===== src/hw/rtl/fkcd_pkg.sv =====
// fkcd_pkg: shared types and constant tables for the framed keyword command decoder
// holds the keyword tables, frame marks and the event word passed from front to back
// no dependencies
package fkcd_pkg;

    localparam int MAX_BODY_BYTES_DEF = 18;

    localparam logic [7:0] CH_START = 8'h2A;
    localparam logic [7:0] CH_END   = 8'h23;
    localparam logic [7:0] CH_SPACE = 8'h20;

    localparam int KW_NUM     = 8;
    localparam int KW_MAX_LEN = 9;
    localparam int KW_SLOTS   = 16;
    localparam int POS_W      = $clog2(KW_SLOTS);

    localparam int QUEUE_DEPTH = 2;

    typedef enum logic [2:0] {
        CMD_FANOFF,
        CMD_FANON,
        CMD_LIGHT1OFF,
        CMD_LIGHT1ON,
        CMD_LIGHT2OFF,
        CMD_LIGHT2ON,
        CMD_ALLOFF,
        CMD_ALLON
    } cmd_t;

    // keyword text, left aligned and padded to the slot count; padding is never compared
    localparam logic [0:KW_SLOTS-1][7:0] KW_TEXT [KW_NUM] = '{
        "FANOFF          ",
        "FANON           ",
        "LIGHT1OFF       ",
        "LIGHT1ON        ",
        "LIGHT2OFF       ",
        "LIGHT2ON        ",
        "ALLOFF          ",
        "ALLON           "
    };

    localparam logic [POS_W-1:0] KW_LEN [KW_NUM] = '{
        POS_W'(6), POS_W'(5), POS_W'(9), POS_W'(8),
        POS_W'(9), POS_W'(8), POS_W'(6), POS_W'(5)
    };

    typedef struct packed {
        cmd_t code;
        logic invalid;
    } evt_t;

endpackage


===== src/hw/rtl/framed_keyword_command_decoder_core.sv =====
// channel  | dir | beat content
// s_*      | in  | tdata[7:0] rx_byte
// m_*      | out | tdata[2:0] command_code, [3] fan_on, [4] lamp1_on, [5] lamp2_on;
//          |     | tuser[0] invalid
// one byte is taken every cycle while the event queue has room; a result is written to
// the event queue and then to the output register after the closing or overflowing byte
// reset (aresetn low, synchronous) drops any open frame, turns all devices off and
// empties the queue and the output register
// a stalled result stalls only the back; the front keeps taking bytes until the
// two-entry event queue fills
// top level; instantiates fkcd_front, fkcd_queue and fkcd_back, depends on fkcd_pkg
module framed_keyword_command_decoder_core import fkcd_pkg::*; #(
    parameter int MAX_BODY_BYTES = MAX_BODY_BYTES_DEF
) (
    input  logic       aclk,
    input  logic       aresetn,
    input  logic       s_tvalid,
    output logic       s_tready,
    input  logic [7:0] s_tdata,    // [7:0] rx_byte
    output logic       m_tvalid,
    input  logic       m_tready,
    output logic [7:0] m_tdata,    // [2:0] command_code, [3] fan_on, [4] lamp1_on,
                                   // [5] lamp2_on, [7:6] zero
    output logic       m_tuser     // [0] invalid
);

    logic q_full;
    logic push;
    evt_t push_evt;
    logic pop;
    logic pop_valid;
    evt_t pop_evt;

    fkcd_front #(
        .MAX_BODY_BYTES(MAX_BODY_BYTES)
    ) u_front (
        .aclk     (aclk),
        .aresetn  (aresetn),
        .s_tvalid (s_tvalid),
        .s_tready (s_tready),
        .s_tdata  (s_tdata),
        .q_full   (q_full),
        .push     (push),
        .push_evt (push_evt)
    );

    fkcd_queue u_queue (
        .aclk      (aclk),
        .aresetn   (aresetn),
        .push      (push),
        .push_evt  (push_evt),
        .full      (q_full),
        .pop       (pop),
        .pop_valid (pop_valid),
        .pop_evt   (pop_evt)
    );

    fkcd_back u_back (
        .aclk      (aclk),
        .aresetn   (aresetn),
        .pop_valid (pop_valid),
        .pop_evt   (pop_evt),
        .pop       (pop),
        .m_tvalid  (m_tvalid),
        .m_tready  (m_tready),
        .m_tdata   (m_tdata),
        .m_tuser   (m_tuser)
    );

endmodule


===== src/hw/rtl/fkcd_front.sv =====
// fkcd_front: frame tracking and keyword matching, one received byte per beat
// pushes one event per finished frame into the queue; depends on fkcd_pkg
module fkcd_front import fkcd_pkg::*; #(
    parameter int MAX_BODY_BYTES = MAX_BODY_BYTES_DEF
) (
    input  logic       aclk,
    input  logic       aresetn,
    input  logic       s_tvalid,
    output logic       s_tready,
    input  logic [7:0] s_tdata,    // [7:0] rx_byte
    input  logic       q_full,
    output logic       push,
    output evt_t       push_evt
);

    localparam int CNT_W = $clog2(MAX_BODY_BYTES + 1);
    localparam logic [POS_W-1:0] POS_SAT = POS_W'(KW_MAX_LEN + 1);

    logic              in_frame_reg, in_frame_next;
    logic [CNT_W-1:0]  body_count_reg, body_count_next;
    logic [POS_W-1:0]  pos_reg, pos_next;
    logic [KW_NUM-1:0] alive_reg, alive_next;

    logic accept;
    logic is_end;
    logic overflow;
    logic hit;
    cmd_t hit_code;

    assign s_tready = !q_full;
    assign accept   = s_tvalid && s_tready;
    assign is_end   = (s_tdata == CH_END);
    assign overflow = (body_count_reg == CNT_W'(MAX_BODY_BYTES));

    // a frame matches the keyword that is still alive and exactly as long
    always_comb begin
        hit      = 1'b0;
        hit_code = CMD_FANOFF;
        for (int i = KW_NUM - 1; i >= 0; i--) begin
            if (alive_reg[i] && (KW_LEN[i] == pos_reg)) begin
                hit      = 1'b1;
                hit_code = cmd_t'(3'(i));
            end
        end
    end

    always_comb begin
        in_frame_next   = in_frame_reg;
        body_count_next = body_count_reg;
        pos_next        = pos_reg;
        alive_next      = alive_reg;
        push            = 1'b0;
        push_evt.code   = CMD_FANOFF;
        push_evt.invalid = 1'b1;
        if (accept) begin
            if (!in_frame_reg) begin
                if (s_tdata == CH_START) begin
                    in_frame_next   = 1'b1;
                    body_count_next = '0;
                    pos_next        = '0;
                    alive_next      = '1;
                end
            end else if (is_end) begin
                in_frame_next    = 1'b0;
                push             = 1'b1;
                push_evt.code    = hit ? hit_code : CMD_FANOFF;
                push_evt.invalid = !hit;
            end else if (overflow) begin
                in_frame_next = 1'b0;
                push          = 1'b1;
            end else begin
                body_count_next = body_count_reg + 1'b1;
                if (s_tdata != CH_SPACE) begin
                    for (int i = 0; i < KW_NUM; i++) begin
                        if ((pos_reg >= KW_LEN[i]) || (KW_TEXT[i][pos_reg] != s_tdata))
                            alive_next[i] = 1'b0;
                    end
                    // past every keyword length all keywords are dead, so stop counting
                    if (pos_reg != POS_SAT)
                        pos_next = pos_reg + 1'b1;
                end
            end
        end
    end

    always_ff @(posedge aclk) begin
        if (!aresetn) begin
            in_frame_reg   <= 1'b0;
            body_count_reg <= '0;
            pos_reg        <= '0;
            alive_reg      <= '1;
        end else begin
            in_frame_reg   <= in_frame_next;
            body_count_reg <= body_count_next;
            pos_reg        <= pos_next;
            alive_reg      <= alive_next;
        end
    end

endmodule


===== src/hw/rtl/fkcd_queue.sv =====
// fkcd_queue: short event queue between the frame front and the command back
// register based, depth from fkcd_pkg; depends on fkcd_pkg
module fkcd_queue import fkcd_pkg::*; (
    input  logic aclk,
    input  logic aresetn,
    input  logic push,
    input  evt_t push_evt,
    output logic full,
    input  logic pop,
    output logic pop_valid,
    output evt_t pop_evt
);

    localparam int PTR_W = (QUEUE_DEPTH > 1) ? $clog2(QUEUE_DEPTH) : 1;
    localparam int CNT_W = $clog2(QUEUE_DEPTH + 1);
    localparam logic [PTR_W-1:0] PTR_LAST = PTR_W'(QUEUE_DEPTH - 1);

    evt_t             mem [QUEUE_DEPTH];
    logic [PTR_W-1:0] wr_ptr_reg, wr_ptr_next;
    logic [PTR_W-1:0] rd_ptr_reg, rd_ptr_next;
    logic [CNT_W-1:0] count_reg, count_next;

    logic do_push;
    logic do_pop;

    assign full      = (count_reg == CNT_W'(QUEUE_DEPTH));
    assign pop_valid = (count_reg != '0);
    assign pop_evt   = mem[rd_ptr_reg];
    assign do_push   = push && !full;
    assign do_pop    = pop && pop_valid;

    always_comb begin
        wr_ptr_next = wr_ptr_reg;
        rd_ptr_next = rd_ptr_reg;
        count_next  = count_reg;
        if (do_push)
            wr_ptr_next = (wr_ptr_reg == PTR_LAST) ? '0 : wr_ptr_reg + 1'b1;
        if (do_pop)
            rd_ptr_next = (rd_ptr_reg == PTR_LAST) ? '0 : rd_ptr_reg + 1'b1;
        if (do_push && !do_pop)
            count_next = count_reg + 1'b1;
        else if (do_pop && !do_push)
            count_next = count_reg - 1'b1;
    end

    always_ff @(posedge aclk) begin
        if (do_push)
            mem[wr_ptr_reg] <= push_evt;
    end

    always_ff @(posedge aclk) begin
        if (!aresetn) begin
            wr_ptr_reg <= '0;
            rd_ptr_reg <= '0;
            count_reg  <= '0;
        end else begin
            wr_ptr_reg <= wr_ptr_next;
            rd_ptr_reg <= rd_ptr_next;
            count_reg  <= count_next;
        end
    end

endmodule


===== src/hw/rtl/fkcd_back.sv =====
// fkcd_back: applies decoded commands to the device flags and registers the result beat
// pops events from fkcd_queue; depends on fkcd_pkg
module fkcd_back import fkcd_pkg::*; (
    input  logic       aclk,
    input  logic       aresetn,
    input  logic       pop_valid,
    input  evt_t       pop_evt,
    output logic       pop,
    output logic       m_tvalid,
    input  logic       m_tready,
    output logic [7:0] m_tdata,    // [2:0] command_code, [3] fan_on, [4] lamp1_on,
                                   // [5] lamp2_on, [7:6] zero
    output logic       m_tuser     // [0] invalid
);

    logic [2:0] dev_reg, dev_next;
    logic       m_tvalid_reg, m_tvalid_next;
    cmd_t       code_reg;
    logic       invalid_reg;
    logic [2:0] out_dev_reg;

    // take the next event whenever the output register is free or being drained
    assign pop = pop_valid && (!m_tvalid_reg || m_tready);

    always_comb begin
        dev_next = dev_reg;
        if (pop && !pop_evt.invalid) begin
            unique case (pop_evt.code)
                CMD_FANOFF:    dev_next = dev_reg & 3'b110;
                CMD_FANON:     dev_next = dev_reg | 3'b001;
                CMD_LIGHT1OFF: dev_next = dev_reg & 3'b101;
                CMD_LIGHT1ON:  dev_next = dev_reg | 3'b010;
                CMD_LIGHT2OFF: dev_next = dev_reg & 3'b011;
                CMD_LIGHT2ON:  dev_next = dev_reg | 3'b100;
                CMD_ALLOFF:    dev_next = 3'b000;
                CMD_ALLON:     dev_next = 3'b111;
                default:       dev_next = dev_reg;
            endcase
        end
    end

    always_comb begin
        m_tvalid_next = m_tvalid_reg;
        if (pop)
            m_tvalid_next = 1'b1;
        else if (m_tready)
            m_tvalid_next = 1'b0;
    end

    always_ff @(posedge aclk) begin
        if (!aresetn) begin
            dev_reg      <= '0;
            m_tvalid_reg <= 1'b0;
        end else begin
            dev_reg      <= dev_next;
            m_tvalid_reg <= m_tvalid_next;
        end
    end

    always_ff @(posedge aclk) begin
        if (pop) begin
            code_reg    <= pop_evt.code;
            invalid_reg <= pop_evt.invalid;
            out_dev_reg <= dev_next;
        end
    end

    assign m_tvalid = m_tvalid_reg;
    assign m_tdata  = {2'b00, out_dev_reg, code_reg};
    assign m_tuser  = invalid_reg;

endmodule


===== config.mk =====
export PLATFORM = sky130hd
export DESIGN_NAME = framed_keyword_command_decoder_core
export DESIGN_NICKNAME = d
export VERILOG_FILES = /design/src/hw/rtl/fkcd_pkg.sv /design/src/hw/rtl/framed_keyword_command_decoder_core.sv /design/src/hw/rtl/fkcd_front.sv /design/src/hw/rtl/fkcd_queue.sv /design/src/hw/rtl/fkcd_back.sv
export SDC_FILE = /design/constraint.sdc
export NUM_CORES = 1
export LEC_CHECK = 0
export ABC_AREA = 1
export BUFFER_PORTS_ARGS = -buffer_cell sky130_fd_sc_hd__buf_4
export CAP_MARGIN = 25
export CORE_MARGIN = 5
export CORE_UTILIZATION = 45
export DETAILED_ROUTE_END_ITERATION = 12
export SLEW_MARGIN = 20
export SYNTH_ARGS = -nofsm -noshare
export SYNTH_HDL_FRONTEND = slang
export SYNTH_SLANG_ARGS = --single-unit

===== constraint.sdc =====
create_clock -name aclk -period 2.8 [get_ports aclk]
set_input_delay 0.14 -clock aclk [delete_from_list [all_inputs] [get_ports aclk]]
set_output_delay 0.14 -clock aclk [all_outputs]
set_load 0.03 [all_outputs]

; ---- Word level (Yosys, flattened, before mapping)
; Memories as Yosys holds them, arrays and structs flattened. A register that Yosys moved wholly into a read port is not among the register bits.
; Index checks and enable logic that the tools add are counted.
[totals]
regBits = 33
mem_bits_rw = 8
rom_bits = 1024
in_bits = 12
out_inout_bits = 11
word_cells = 201
n_memories = 9
[classes]
add_sub_neg = 6
n_lt_le_gt_ge = 5
eq_ne = 37
n_mux = 79
bitwise_logic = 1
reduce_logical = 45
[memory_table]
columns = name, words, word_bits, read_ports, rd_ports_with_merged_regs, write_ports, line_no
row1 = (no name shown), 16, 8, 1, 0, 0, fkcd_front.sv:75  ; if ((pos_reg >= KW_LEN[i]) || (KW_TEXT[i][pos_reg] != s_tdata))
row2 = (no name shown), 16, 8, 1, 0, 0, fkcd_front.sv:75
row3 = (no name shown), 16, 8, 1, 0, 0, fkcd_front.sv:75
row4 = (no name shown), 16, 8, 1, 0, 0, fkcd_front.sv:75
row5 = (no name shown), 16, 8, 1, 0, 0, fkcd_front.sv:75
row6 = (no name shown), 16, 8, 1, 0, 0, fkcd_front.sv:75
row7 = 3 more memories, n/a, n/a, n/a, n/a, n/a, n/a
[ops]
columns = operator, n
row1 = two-way mux 8 bit, 21
row2 = != test 8 bit, 8
row3 = AND reduction 6 bit, 9
row4 = two-way mux 4 bit, 9
row5 = two-way mux 1 bit, 32
row6 = two-way mux 3 bit, 10
row7 = "!= test 2 bit, second input constant", 12
row8 = case mux 3 bit (8 select lines), 1
row9 = two-way mux 5 bit, 4
row10 = "== test 8 x 6 -> 1 bit, second input constant", 2
row11 = logical AND 1 bit, 15
row12 = "== test 3 bit, second input constant", 4
row13 = logical OR 1 bit, 9
row14 = "== test 3 x 4 -> 1 bit, first input constant", 2
row15 = "== test 4 bit, first input constant", 2
row16 = ">= comparator 4 x 3 -> 1 bit, second input constant", 2
row17 = ">= comparator 4 bit, second input constant", 2
row18 = "!= test 8 x 6 -> 1 bit, second input constant", 1
row19 = nonzero test 2 bit, 4
row20 = "== test 3 x 2 -> 1 bit, second input constant", 2
row21 = zero test 1 bit, 6
row22 = "adder 5 x 1 -> 5 bit, second input constant", 1
row23 = "== test 5 bit, second input constant", 1
row24 = ">= comparator 5 bit, second input constant", 1
row25 = other kinds (11), 13

; ---- Longest topological paths before layout
; Gate-level depths: netlist of run 1.
[logic_depth]
word_depth = 14
mapped_depth = 14

; ---- By module
; A second synthesis of run 1 with hierarchy kept.
[unflattened]
cells_unflattened = 428
area_unflattened_um2 = 2959.1
[by_module_without_submodules]
columns = mod, instances, cells_per_inst, area_per_inst_um2, seq_area_each_um2
row1 = fkcd_front, 1, 333, 1961.9, 360.3
row2 = fkcd_queue, 1, 49, 534.3, 340.3
row3 = fkcd_back, 1, 46, 462.9, 290.3

; ---- Worst setup path before layout of run 1
; No wires, ideal clock.
[synth_path]
kind = reg2reg
start = register u_queue.count_reg[0]
end = register u_queue.count_reg[1]
setup_ns = 0.122
arrival_time_ns = 1.636
required_ns = 2.678
setup_slack_ns = 1.042
path_stages_with_launch = 12
path_buffers = 0
path_cell_list = dfxtp_1 -> inv_1 -> nand2_1 -> nand2_1 -> inv_1 -> nand2_1 -> inv_1 -> ha_1 -> a21oi_1 -> o21ai_0 -> o21ai_0 -> a21oi_1
[synth_between]
elab_chain_len = 8
[synth_lines]
columns = element, line_no
row1 = from (decl), fkcd_queue.sv:21  ; logic [CNT_W-1:0] count_reg, count_next;
row2 = from (signal assigned), fkcd_queue.sv:59  ; count_reg <= count_next;
row3 = == test 2 bit *, fkcd_queue.sv:26  ; assign full = (count_reg == CNT_W'(QUEUE_DEPTH));
row4 = zero test 1 bit *, fkcd_front.sv:30  ; assign s_tready = !q_full;
row5 = via s_tready, framed_keyword_command_decoder_core.sv:18  ; output logic s_tready,
row6 = logical AND 1 bit, fkcd_front.sv:31  ; assign accept = s_tvalid && s_tready;
row7 = two-way mux 1 bit, fkcd_front.sv:55  ; if (accept) begin
row8 = logical AND 1 bit *, fkcd_queue.sv:29  ; assign do_push = push && !full;
row9 = via u_queue.do_push, fkcd_queue.sv:23  ; logic do_push;
row10 = zero test 1 bit, fkcd_queue.sv:42  ; else if (do_pop && !do_push)
row11 = logical AND 1 bit, fkcd_queue.sv:42
row12 = nonzero test 2 bit (no source line), n/a
; Mark *: on every way through the listed nets, which the timed path passes. The rest lies on a longest branch. The select of a mux whose other input is x is not followed.
; A chain may end at the register's enable or synchronous reset.

==> flow_summary.toml, run 1 <==
[status]
outcome = "finished, final reports clean"

[critical_path]
worstPathCellList = "inv_2 > ha_1 > nand2_1 > nor2_1 > nand2_1 > nand2_1 > nor2_1 > nand2_1 > nand2_1 > nor3_2"
arrival_ps = 2100
cp-startpoint = "u_front.pos_reg[1]"
criticalPathCategory = "reg2reg"
timing.rr.start = "u_front.pos_reg[1]"
slowest_delay_ps = 570
start_kind = "flip-flop"
r2r_slack_ps = 760
crit_top_cell = "nand2_1"
cp.required_ps = 2860
worst_path_max_delay_cell = "dfxtp_1"
crit_path_end_kind = "flip-flop"
path_max_fanout = 9

[cts]
cts.repair.resized = 0
path_clk_slew_ps = 90
cts_root_buffer = "clkbuf_8"
postCtsSetupBuffers = 0
clock-sinks = 42
cts_tree = "yes"
htree_levels = 2
hold_buffers = 0
insertion_delay_ps = 300
cts_buffers = 5
clockBufferDepth = 2

[synthesis]
synth_top_area_share_pct = 18.6
synthesis.area_mm2 = 0.00290
ys_ff_latch = 42
yosysWarnings = 0
synth_area_leaders = "dfxtp_1 19%, nand2_1 18%, edfxtp_1 16%"
synthCells = 437
synthFlopType = "dfxtp_1"
synth_edf_count = 15
synth_most_common_cell = "nand2_1"
ys_seq_area_share_pct = 34.2
yosysTopAreaCell = "dfxtp_1"
synth.top_cells.by_count = "140 x nand2_1, 49 x nor2_1, 44 x inv_1"
ys_types = 33
syn_area_per_cell_um2 = 6.63
ys_async_sr_fraction_pct = 0

[global_route]
grt_pass1_wl_um = 12100
grt_overflow = 0
grt_max_degree = 24
grt_usage_pct = 17.6
grt_pass1_vias = 2662
antenna_found_initial = 0

[timing]
hold_viol_final = 0
slew_viol_final = 0
hold_slack_ps = 97.5
rsz0062_at_grt = "false"
fin_tns_setup_ps = 0
finalCritPeriodShare_pct = 72.9
setup_viol_count_final = 0
relSlewSlack_pct = 64.9
finClkSkew_ps = 4.33
max_freq_ghz = 0.490
period_minus_slack_ps = 2040
tightest_slew_ps = 525

[power_and_ir_drop]
p_int_mw = 1.14
seq_power_share_pct = 44.8
combPwrFrac_pct = 32.0
power_density_mw_per_mm2 = 569
sw_frac_of_total_pct = 36.9
p_total_mw = 1.80
vdd_drop_max_v = 0.000539
leakagePower_nw = 1.48
pwr-share-clk_pct = 23.2
switching_power_uw = 666

[layout]
stdcell_count = 532
area_growth_pct = 9.32
diodes = 0
fin_area_mm2 = 0.00317
drive_gt1_share_pct = 11.2
layout.nets = 476

[drt]
vias_per_cell = 5.12
vias = 2724
wl_um = 6790
drt_iter0_drc = 169
drc = 0
wire_per_inst_um = 12.8
drt_first_pass_iters = 4
postRouteAntennaNets = 0

[die]
coreArea_mm2 = 0.00631
io_pins = 23
dieArea_mm2 = 0.00815
dieWidth_um = 90.3
fp-row-count = 29
start_util_pct = 45.9
fp.dieH_um = 90.3

[place]
place_congestion = 0.953
dp_hpwl_um = 5290
postPlaceCellArea_mm2 = 0.00308
dp_cells = 524
port_buffers = 20

[min_path]
worst_hold_path_type = "in2reg"
min_from = "m_tready"

[job]
cap_violations = 0
-- critical path, delay by kind of cell (launching register included) --
family | cells | cell delay (ps)
and+or+nand+nor | 8 | 840
DFF | 1 | 570
adders and majority gates | 1 | 220
buffers and inverters | 1 | 140
-- metrics by stage --
step / utilization, % / setup slack, ps
after CTS: 50.2 / 770
after global placement: 48.7 / 833
after global routing: 50.2 / 475
after floorplan: - / 1040
final: 50.2 / 759
after detailed placement: 48.7 / 796
-- metal layers --
metal	global-route usage, %	wire (um)	vias up
met5	0	0	-
met4	6.82	219	0
met3	2.92	279	15
met2	30.0	3190	57
met1	22.2	3110	1228
li1	-	-	1424
-- placed cells by master (no fill, tap or decap), types with 2 or more instances in the layout --
master,Yosys,layout
o21ai_0,23,23
clkinvlp_4,0,2
inv_2,7,7
buf_4,6,21
xor2_1,9,9
nor2_2,3,3
dfxtp_1,27,27
o21ai_1,2,2
clkbuf_8,0,5
edfxtp_1,15,15
nand3b_1,2,2
inv_1,44,44
a21oi_1,17,17
nand2_1,140,140
mux2i_1,2,2
nand4_1,10,10
ha_1,10,10
nor2_1,49,49
nor3_1,6,6
nand2_2,5,5
nand3_1,40,40
nor2_4,4,4
conb_1,1,2
-- final timing paths --
path	endpoint	cells past startpoint
min reg2reg	u_front.alive_reg[2]	2
min	u_back.m_tvalid	4
max	u_queue.mem[0][2]	10
max reg2reg	u_queue.mem[0][2]	10
-- layout make-up --
type / count / area, um^2
clock inverters: 3 / 23.8
flip-flops and latches: 42 / 991
clock buffers: 5 / 68.8
fillers: 684 / 3140
repair buffers: 21 / 158
well taps: 77 / 96.3
multi-input cells: 333 / 1640
inverters: 51 / 191
-- cell families (layout without fill, tap and decap cells) --
logic type	Yosys count	in the layout	synth area share, %
buffers and inverters	63	80	9.37
other	1	2	0.129
multiplexers	2	2	0.691
adder cells (fa/ha/maj)	10	10	4.32
AND/OR/NAND/NOR	264	264	40.3
AO/OA/AOI/OAI	45	45	8.03
flip-flops	42	42	34.2
XOR/XNOR	10	10	3.02
-- power by group through the flow --
| stage | clock network [mW] | logic, mW | registers (mW) |
|---|---|---|---|
| after detailed placement | 0 | 0.580 | 0.824 |
| final | 0.419 | 0.577 | 0.809 |
| after CTS | 0.431 | 0.582 | 0.811 |
| after global placement | 0 | 0.574 | 0.821 |
| after global routing | 0.457 | 0.652 | 0.823 |
| after floorplan | 0 | 0.297 | 0.934 |
Note: power is estimated with default switching activity, not from simulation.
==> inputs of run 2 (changes only) <==
--- a/config.mk
+++ b/config.mk
@@ -5,12 +5,13 @@
 export SDC_FILE = /design/constraint.sdc
 export NUM_CORES = 1
 export LEC_CHECK = 0
-export ABC_AREA = 1
+export ABC_AREA = 0
 export BUFFER_PORTS_ARGS = -buffer_cell sky130_fd_sc_hd__buf_4
 export CAP_MARGIN = 25
 export CORE_MARGIN = 5
 export CORE_UTILIZATION = 45
 export DETAILED_ROUTE_END_ITERATION = 12
+export PLACE_DENSITY = 0.65
 export SLEW_MARGIN = 20
 export SYNTH_ARGS = -nofsm -noshare
 export SYNTH_HDL_FRONTEND = slang
==> constraint.sdc (replaced) <==
create_clock -name aclk -period 1.6 [get_ports aclk]
set_input_delay 0.08 -clock aclk [delete_from_list [all_inputs] [get_ports aclk]]
set_output_delay 0.08 -clock aclk [all_outputs]
set_load 0.03 [all_outputs]
==> run 2 against run 1 <==
The flow now finishes with violations (setup timing). Count of clock-buffer cells in the layout unchanged. Final area increased by 34%. Flip-flop and latch count unchanged. Die area decreased by 0.20%. Synthesized cell count decreased by 25%. Wire length increased by 21%. Clock skew increased by 8.7 ps. Fmax increased by 16%. Sequential share of layout area decreased by 7.4 points. Critical path depth decreased by 3. Utilization increased by 17 points. Largest cell class unchanged. Largest power group unchanged. Highest routed layer unchanged.
==> flow_summary.toml, run 2 <==
[layout]
final_cell_mix = "90 x buf_4, 18 x dfxtp_1, 17 x nand2_1, 17 x inv_1, 15 x edfxtp_1"
area_growth_pct = 46.3
fillers = 494
multiInputGateArea_mm2 = 0.00211
ff_latch_area_mm2 = 0.00101
layout.nets = 436
final_common_cell = "buf_4"
stdcell_count = 492
utilization_pct = 67.0
fin_area_mm2 = 0.00423
diodes = 0
drive_gt1_share_pct = 46.5

[min_path]
worst_hold_path_type = "in2reg"

[power_and_ir_drop]
sw_frac_of_total_pct = 35.0
switching_power_mw = 1.17
p_int_mw = 2.18
seq_power_share_pct = 41.3
pwr-share-clk_pct = 22.0
power_density_mw_per_mm2 = 793
combPwrFrac_pct = 36.7
leakagePower_nw = 1.69
vdd_drop_max_v = 0.00109
p_total_mw = 3.35

[timing]
setup_ws_ps = -167
period_minus_slack_ps = 1770
rsz0062_at_grt = "true"
hold_viol_final = 0
setup_viol_count_final = 26
finClkSkew_ps = 13.0
finalCritPeriodShare_pct = 110
max_freq_ghz = 0.566
slew_viol_final = 0

[critical_path]
start_kind = "flip-flop"
criticalPathCategory = "reg2reg"
slowest_delay_ps = 340
crit_family = "simple AND/OR/NAND/NOR gates"
path_buf_inv = 1
arrival_ps = 2010
worstPathCellList = "inv_2 > ha_4 > nand4_1 > a21oi_4 > ha_4 > or3_1 > a21boi_1"
crit_top_cell = "ha_4"
worst_path_max_delay_cell = "or3_1"
path_max_fanout = 4
crit_path_end_kind = "flip-flop"
cp.required_ps = 1840

[cts]
cts_tree = "yes"
hold_buffers = 0
clock-sinks = 42
cts_root_buffer = "clkbuf_8"
insertion_delay_ps = 310
clockBufferDepth = 2
htree_levels = 2
cts_buffers = 5
path_clk_slew_ps = 80

[global_route]
grt_overflow = 0
grt_pass1_wl_um = 13200
grt_max_degree = 19
grt_pass1_vias = 2715
grt_usage_pct = 19.9
antenna_found_initial = 0

[synthesis]
yosysWarnings = 0
synthCells = 327
synth_area_leaders = "dfxtp_1 19%, edfxtp_1 16%, ha_1 4.3%"
synth.top_cells.by_count = "27 x dfxtp_1, 20 x inv_1, 20 x nand2_1"
ys_async_sr_fraction_pct = 0
synth_edf_count = 15
ys_seq_area_share_pct = 34.3
ys_ff_latch = 42
ys_types = 69
synthesis.area_mm2 = 0.00289
syn_area_per_cell_um2 = 8.85
yosysTopAreaCell = "dfxtp_1"
synth_most_common_cell = "dfxtp_1"
synth_top_area_share_pct = 18.7
synthFlopType = "dfxtp_1"

[status]
failed_checks = "setup timing"
outcome = "finished with violations"

[place]
port_buffers = 20
pre_cts_slack_ps = -148
dp_hpwl_um = 6080
place_congestion = 0.880
dp_cells = 474
postPlaceCellArea_mm2 = 0.00377

[drt]
drt_first_pass_iters = 4
vias_per_cell = 5.67
wire_per_inst_um = 16.7
drc = 0
vias = 2792
postRouteAntennaNets = 0
wl_um = 8220
drt_iter0_drc = 127

[job]
cap_violations = 0

[die]
dieArea_mm2 = 0.00813
fp.dieH_um = 90.2
io_pins = 23
start_util_pct = 45.8
coreArea_mm2 = 0.00631
dieWidth_um = 90.2
fp-row-count = 29
[run 2: changes by cell type after synthesis, moves of 6 or more]
cell	change
xnor2_1	+13
inv_2	-6
o21ai_0	-10
inv_1	-24
and2_1	+10
mux2i_1	+7
nor2_1	-32
nand3_1	-30
clkbuf_1	+7
nand2_1	-120
nor2b_1	+14
[run 2: path summary, 6_finish.rpt]
path	from	endpoint	slack, ps	cells after the start
min	aresetn	u_back.m_tvalid	120	2
min reg2reg	u_front.alive_reg[0]	u_front.alive_reg[0]	460	2
max reg2reg	u_front.body_count_reg[0]	u_queue.count_reg[1]	-170	7
max	u_front.body_count_reg[0]	u_queue.count_reg[1]	-170	7
[run 2: per-layer routing]
metal / up-vias / wire length [um] / GRT usage, %
met4: 0 / 338 / 12.0
li1: 1348 / - / -
met2: 80 / 4050 / 32.5
met1: 1341 / 3440 / 24.5
met5: - / 0 / 0
met3: 23 / 390 / 3.26
[run 2: area by class of cell]
type | instances | share of cell area [%]
multi-input cells | 242 | 49.7
clock buffers | 5 | 1.63
flip-flops and latches | 42 | 23.9
inverters | 21 | 2.16
clock inverters | 3 | 0.562
repair buffers | 102 | 19.8
well taps | 77 | 2.28
[run 2: kinds of logic after synthesis]
| family | count (synthesis) | share of synthesized area, % |
|---|---|---|
| other | 1 | 0.130 |
| xor gates and xnor gates | 22 | 6.66 |
| DFF | 42 | 34.3 |
| and+or+nand+nor | 122 | 25.1 |
| buffers and inverters | 44 | 7.18 |
| muxes | 14 | 5.06 |
| adders and majority gates | 10 | 4.33 |
| AOI/OAI and AO/OA | 72 | 17.3 |
[run 2: per-stage QoR]
step,hold WS (ps),setup TNS (ps)
3_3_place_gp,428,-1740
6_report,119,-2210
3_5_place_dp,436,-2550
5_1_grt,120,-4660
4_1_cts,109,-2110
2_1_floorplan,381,-1710
[run 2: power groups by stage]
stage / Sequential, mW / Clock (mW) / Combinational (mW)
floorplan: 1.62 / 0 / 0.572
global placement: 1.41 / 0 / 1.15
detailed placement: 1.41 / 0 / 1.18
CTS: 1.39 / 0.756 / 1.22
global route: 1.41 / 0.797 / 1.32
finish: 1.39 / 0.737 / 1.23
[run 2: repair_timing]
item                                    4_1_cts  5_1_grt
endpoints found under the setup margin       34       39
pin swaps                                    21       24
setup buffers                                 4        7
gates cloned                                  0        0
endpoints found under the hold margin         0        0
gates resized for setup                      33       37
==> inputs of run 3 (changes only) <==
--- a/config.mk
+++ b/config.mk
@@ -5,7 +5,7 @@
 export SDC_FILE = /design/constraint.sdc
 export NUM_CORES = 1
 export LEC_CHECK = 0
-export ABC_AREA = 0
+export ABC_AREA = 1
 export BUFFER_PORTS_ARGS = -buffer_cell sky130_fd_sc_hd__buf_4
 export CAP_MARGIN = 25
 export CORE_MARGIN = 5
==> constraint.sdc (replaced) <==
create_clock -name aclk -period 1.6 [get_ports aclk]
set_input_delay 0.08 -clock aclk [delete_from_list [all_inputs] [get_ports aclk]]
set_output_delay 0.08 -clock aclk [all_outputs]
set_load 0.01 [all_outputs]
==> run 3 against run 2 <==
The run now ends clean. Worst setup slack improved by 170 ps. Fmax up 11%. Sequential power about the same. Critical path type unchanged.
==> flow_summary.toml, run 3 (synthesis gave the netlist of run 1 again) <==
[status]
outcome = "finished, final reports clean"

[timing]
finClkSkew_ps = 7.91
fin_tns_setup_ps = 0
max_freq_ghz = 0.627
period_minus_slack_ps = 1600
setup_ws_ps = 3.93
setup_viol_count_final = 0
finalCritPeriodShare_pct = 99.8
hold_viol_final = 0
slew_viol_final = 0
rsz0062_at_grt = "true"

[drt]
drc = 0
wl_um = 7840
vias_per_cell = 5.14
wire_per_inst_um = 13.1
postRouteAntennaNets = 0
drt_iter0_drc = 260
drt_first_pass_iters = 5
vias = 3066

[die]
dieWidth_um = 90.3
fp-row-count = 29
io_pins = 23
fp.dieH_um = 90.3
start_util_pct = 45.9
dieArea_mm2 = 0.00815
coreArea_mm2 = 0.00631

[global_route]
antenna_found_initial = 0
grt_overflow = 0
use_met2_pct = 31.5
grt_pass1_wl_um = 12700
grt_pass1_vias = 2891
top_usage_layer = "met2"
grt_util_met3_pct = 3.25
grt_usage_pct = 18.5
use_met1_pct = 23.8
grt_max_degree = 16

[critical_path]
slowest_delay_ps = 370
worst_path_max_delay_cell = "dfxtp_2"
worstPathCellList = "clkinv_4 > ha_4 > nand2_4 > buf_6 > nand2_4 > nand2_1 > nand2_1 > a21oi_1 > nand2_1 > nor2_2 > nand2_1 > nand2_1 > nand2_1 > nand2_1"
crit_top_cell = "nand2_1"
cp.required_ps = 1840
criticalPathCategory = "reg2reg"
crit_path_end_kind = "flip-flop"
arrival_ps = 1840
start_kind = "flip-flop"
path_max_fanout = 7

[power_and_ir_drop]
leakagePower_nw = 1.86
p_total_mw = 3.15
vdd_drop_max_v = 0.000987
power_density_mw_per_mm2 = 799

[min_path]
worst_hold_path_type = "in2reg"

[cts]
cts_root_buffer = "clkbuf_8"
htree_levels = 2
clock-sinks = 42
cts_tree = "yes"
hold_buffers = 0
cts_buffers = 5
path_clk_slew_ps = 90
insertion_delay_ps = 300
clockBufferDepth = 2

[place]
port_buffers = 20
pre_cts_slack_ps = -52.6
place_congestion = 0.939
postPlaceCellArea_mm2 = 0.00352
dp_hpwl_um = 5810

[layout]
drive_gt1_share_pct = 34.8
layout.nets = 541
final_cell_mix = "122 x nand2_1, 83 x buf_4, 37 x nand3_1, 37 x nor2_1, 36 x inv_1"
area_growth_pct = 35.8
fillers = 570
diodes = 0
final_common_cell = "nand2_1"
ff_latch_area_mm2 = 0.00101
fin_area_mm2 = 0.00394
multiInputGateArea_mm2 = 0.00188

[job]
cap_violations = 0
-- run 3: cell types whose count changed in the layout (fill, tap and decap cells not counted), moves of 7 or more --
cell	delta
xnor2_1	-12
nor2_2	+8
inv_2	+9
nor2_1	+27
nand2_2	+20
nand3_1	+29
inv_1	+19
buf_4	-7
nand2_1	+105
nor2b_1	-11
-- run 3: area by class of cell --
cell class	count	area share, %
clock buffers	5	1.75
clock inverters	3	0.604
inverters	51	5.18
multi-input cells	333	47.8
flip-flops and latches	42	25.6
well taps	77	2.45
repair buffers	86	16.7
-- run 3: worst paths after layout --
path	cells past startpoint	to	start	slack [ps]
worst max-delay path	14	u_front.alive_reg[5]	u_front.pos_reg[1]	4
worst min-delay path	3	u_front.body_count_reg[1]	aresetn	50
worst max register to register	14	u_front.alive_reg[5]	u_front.pos_reg[1]	4
worst min register to register	2	u_front.alive_reg[5]	u_front.alive_reg[5]	450
-- run 3: what timing repair did --
action | 4_1_cts | 5_1_grt
cloned | 0 | 0
pin swaps | 6 | 20
gates resized for setup | 13 | 76
endpoints found under the setup margin | 13 | 33
buffers inserted | 3 | 8
-- run 3: report_power, final --
part	total (mW)	internal [mW]	switching [mW]
logic	1.02	0.451	0.566
registers	1.40	1.32	0.0783
clock network	0.727	0.313	0.414
total	3.15	2.09	1.06
-- run 3: metrics by stage --
step,hold slack [ps],cells,util (%)
after floorplan,208,438,-
after global placement,353,581,55.8
after detailed placement,372,581,55.8
after CTS,50.6,592,58.0
after global routing,60.6,597,62.4
final,49.5,597,62.4
-- run 3: routing by layer --
metal  vias up  wire length, um  part of all wire [%]
li1       1561                -                     -
met1      1403             3450                    44
met2        92             3790                    48
met3        10              510                   6.5
met4         0               87                   1.1
met5         -                0                     0
-- run 3: worst max-delay path, delay by kind of cell (launching register included) --
kind	cells	cell delay [ps]
AOI/OAI and AO/OA	1	110
and+or+nand+nor	10	640
buffers and inverters	2	220
adders and majority gates	1	190
DFF	1	370
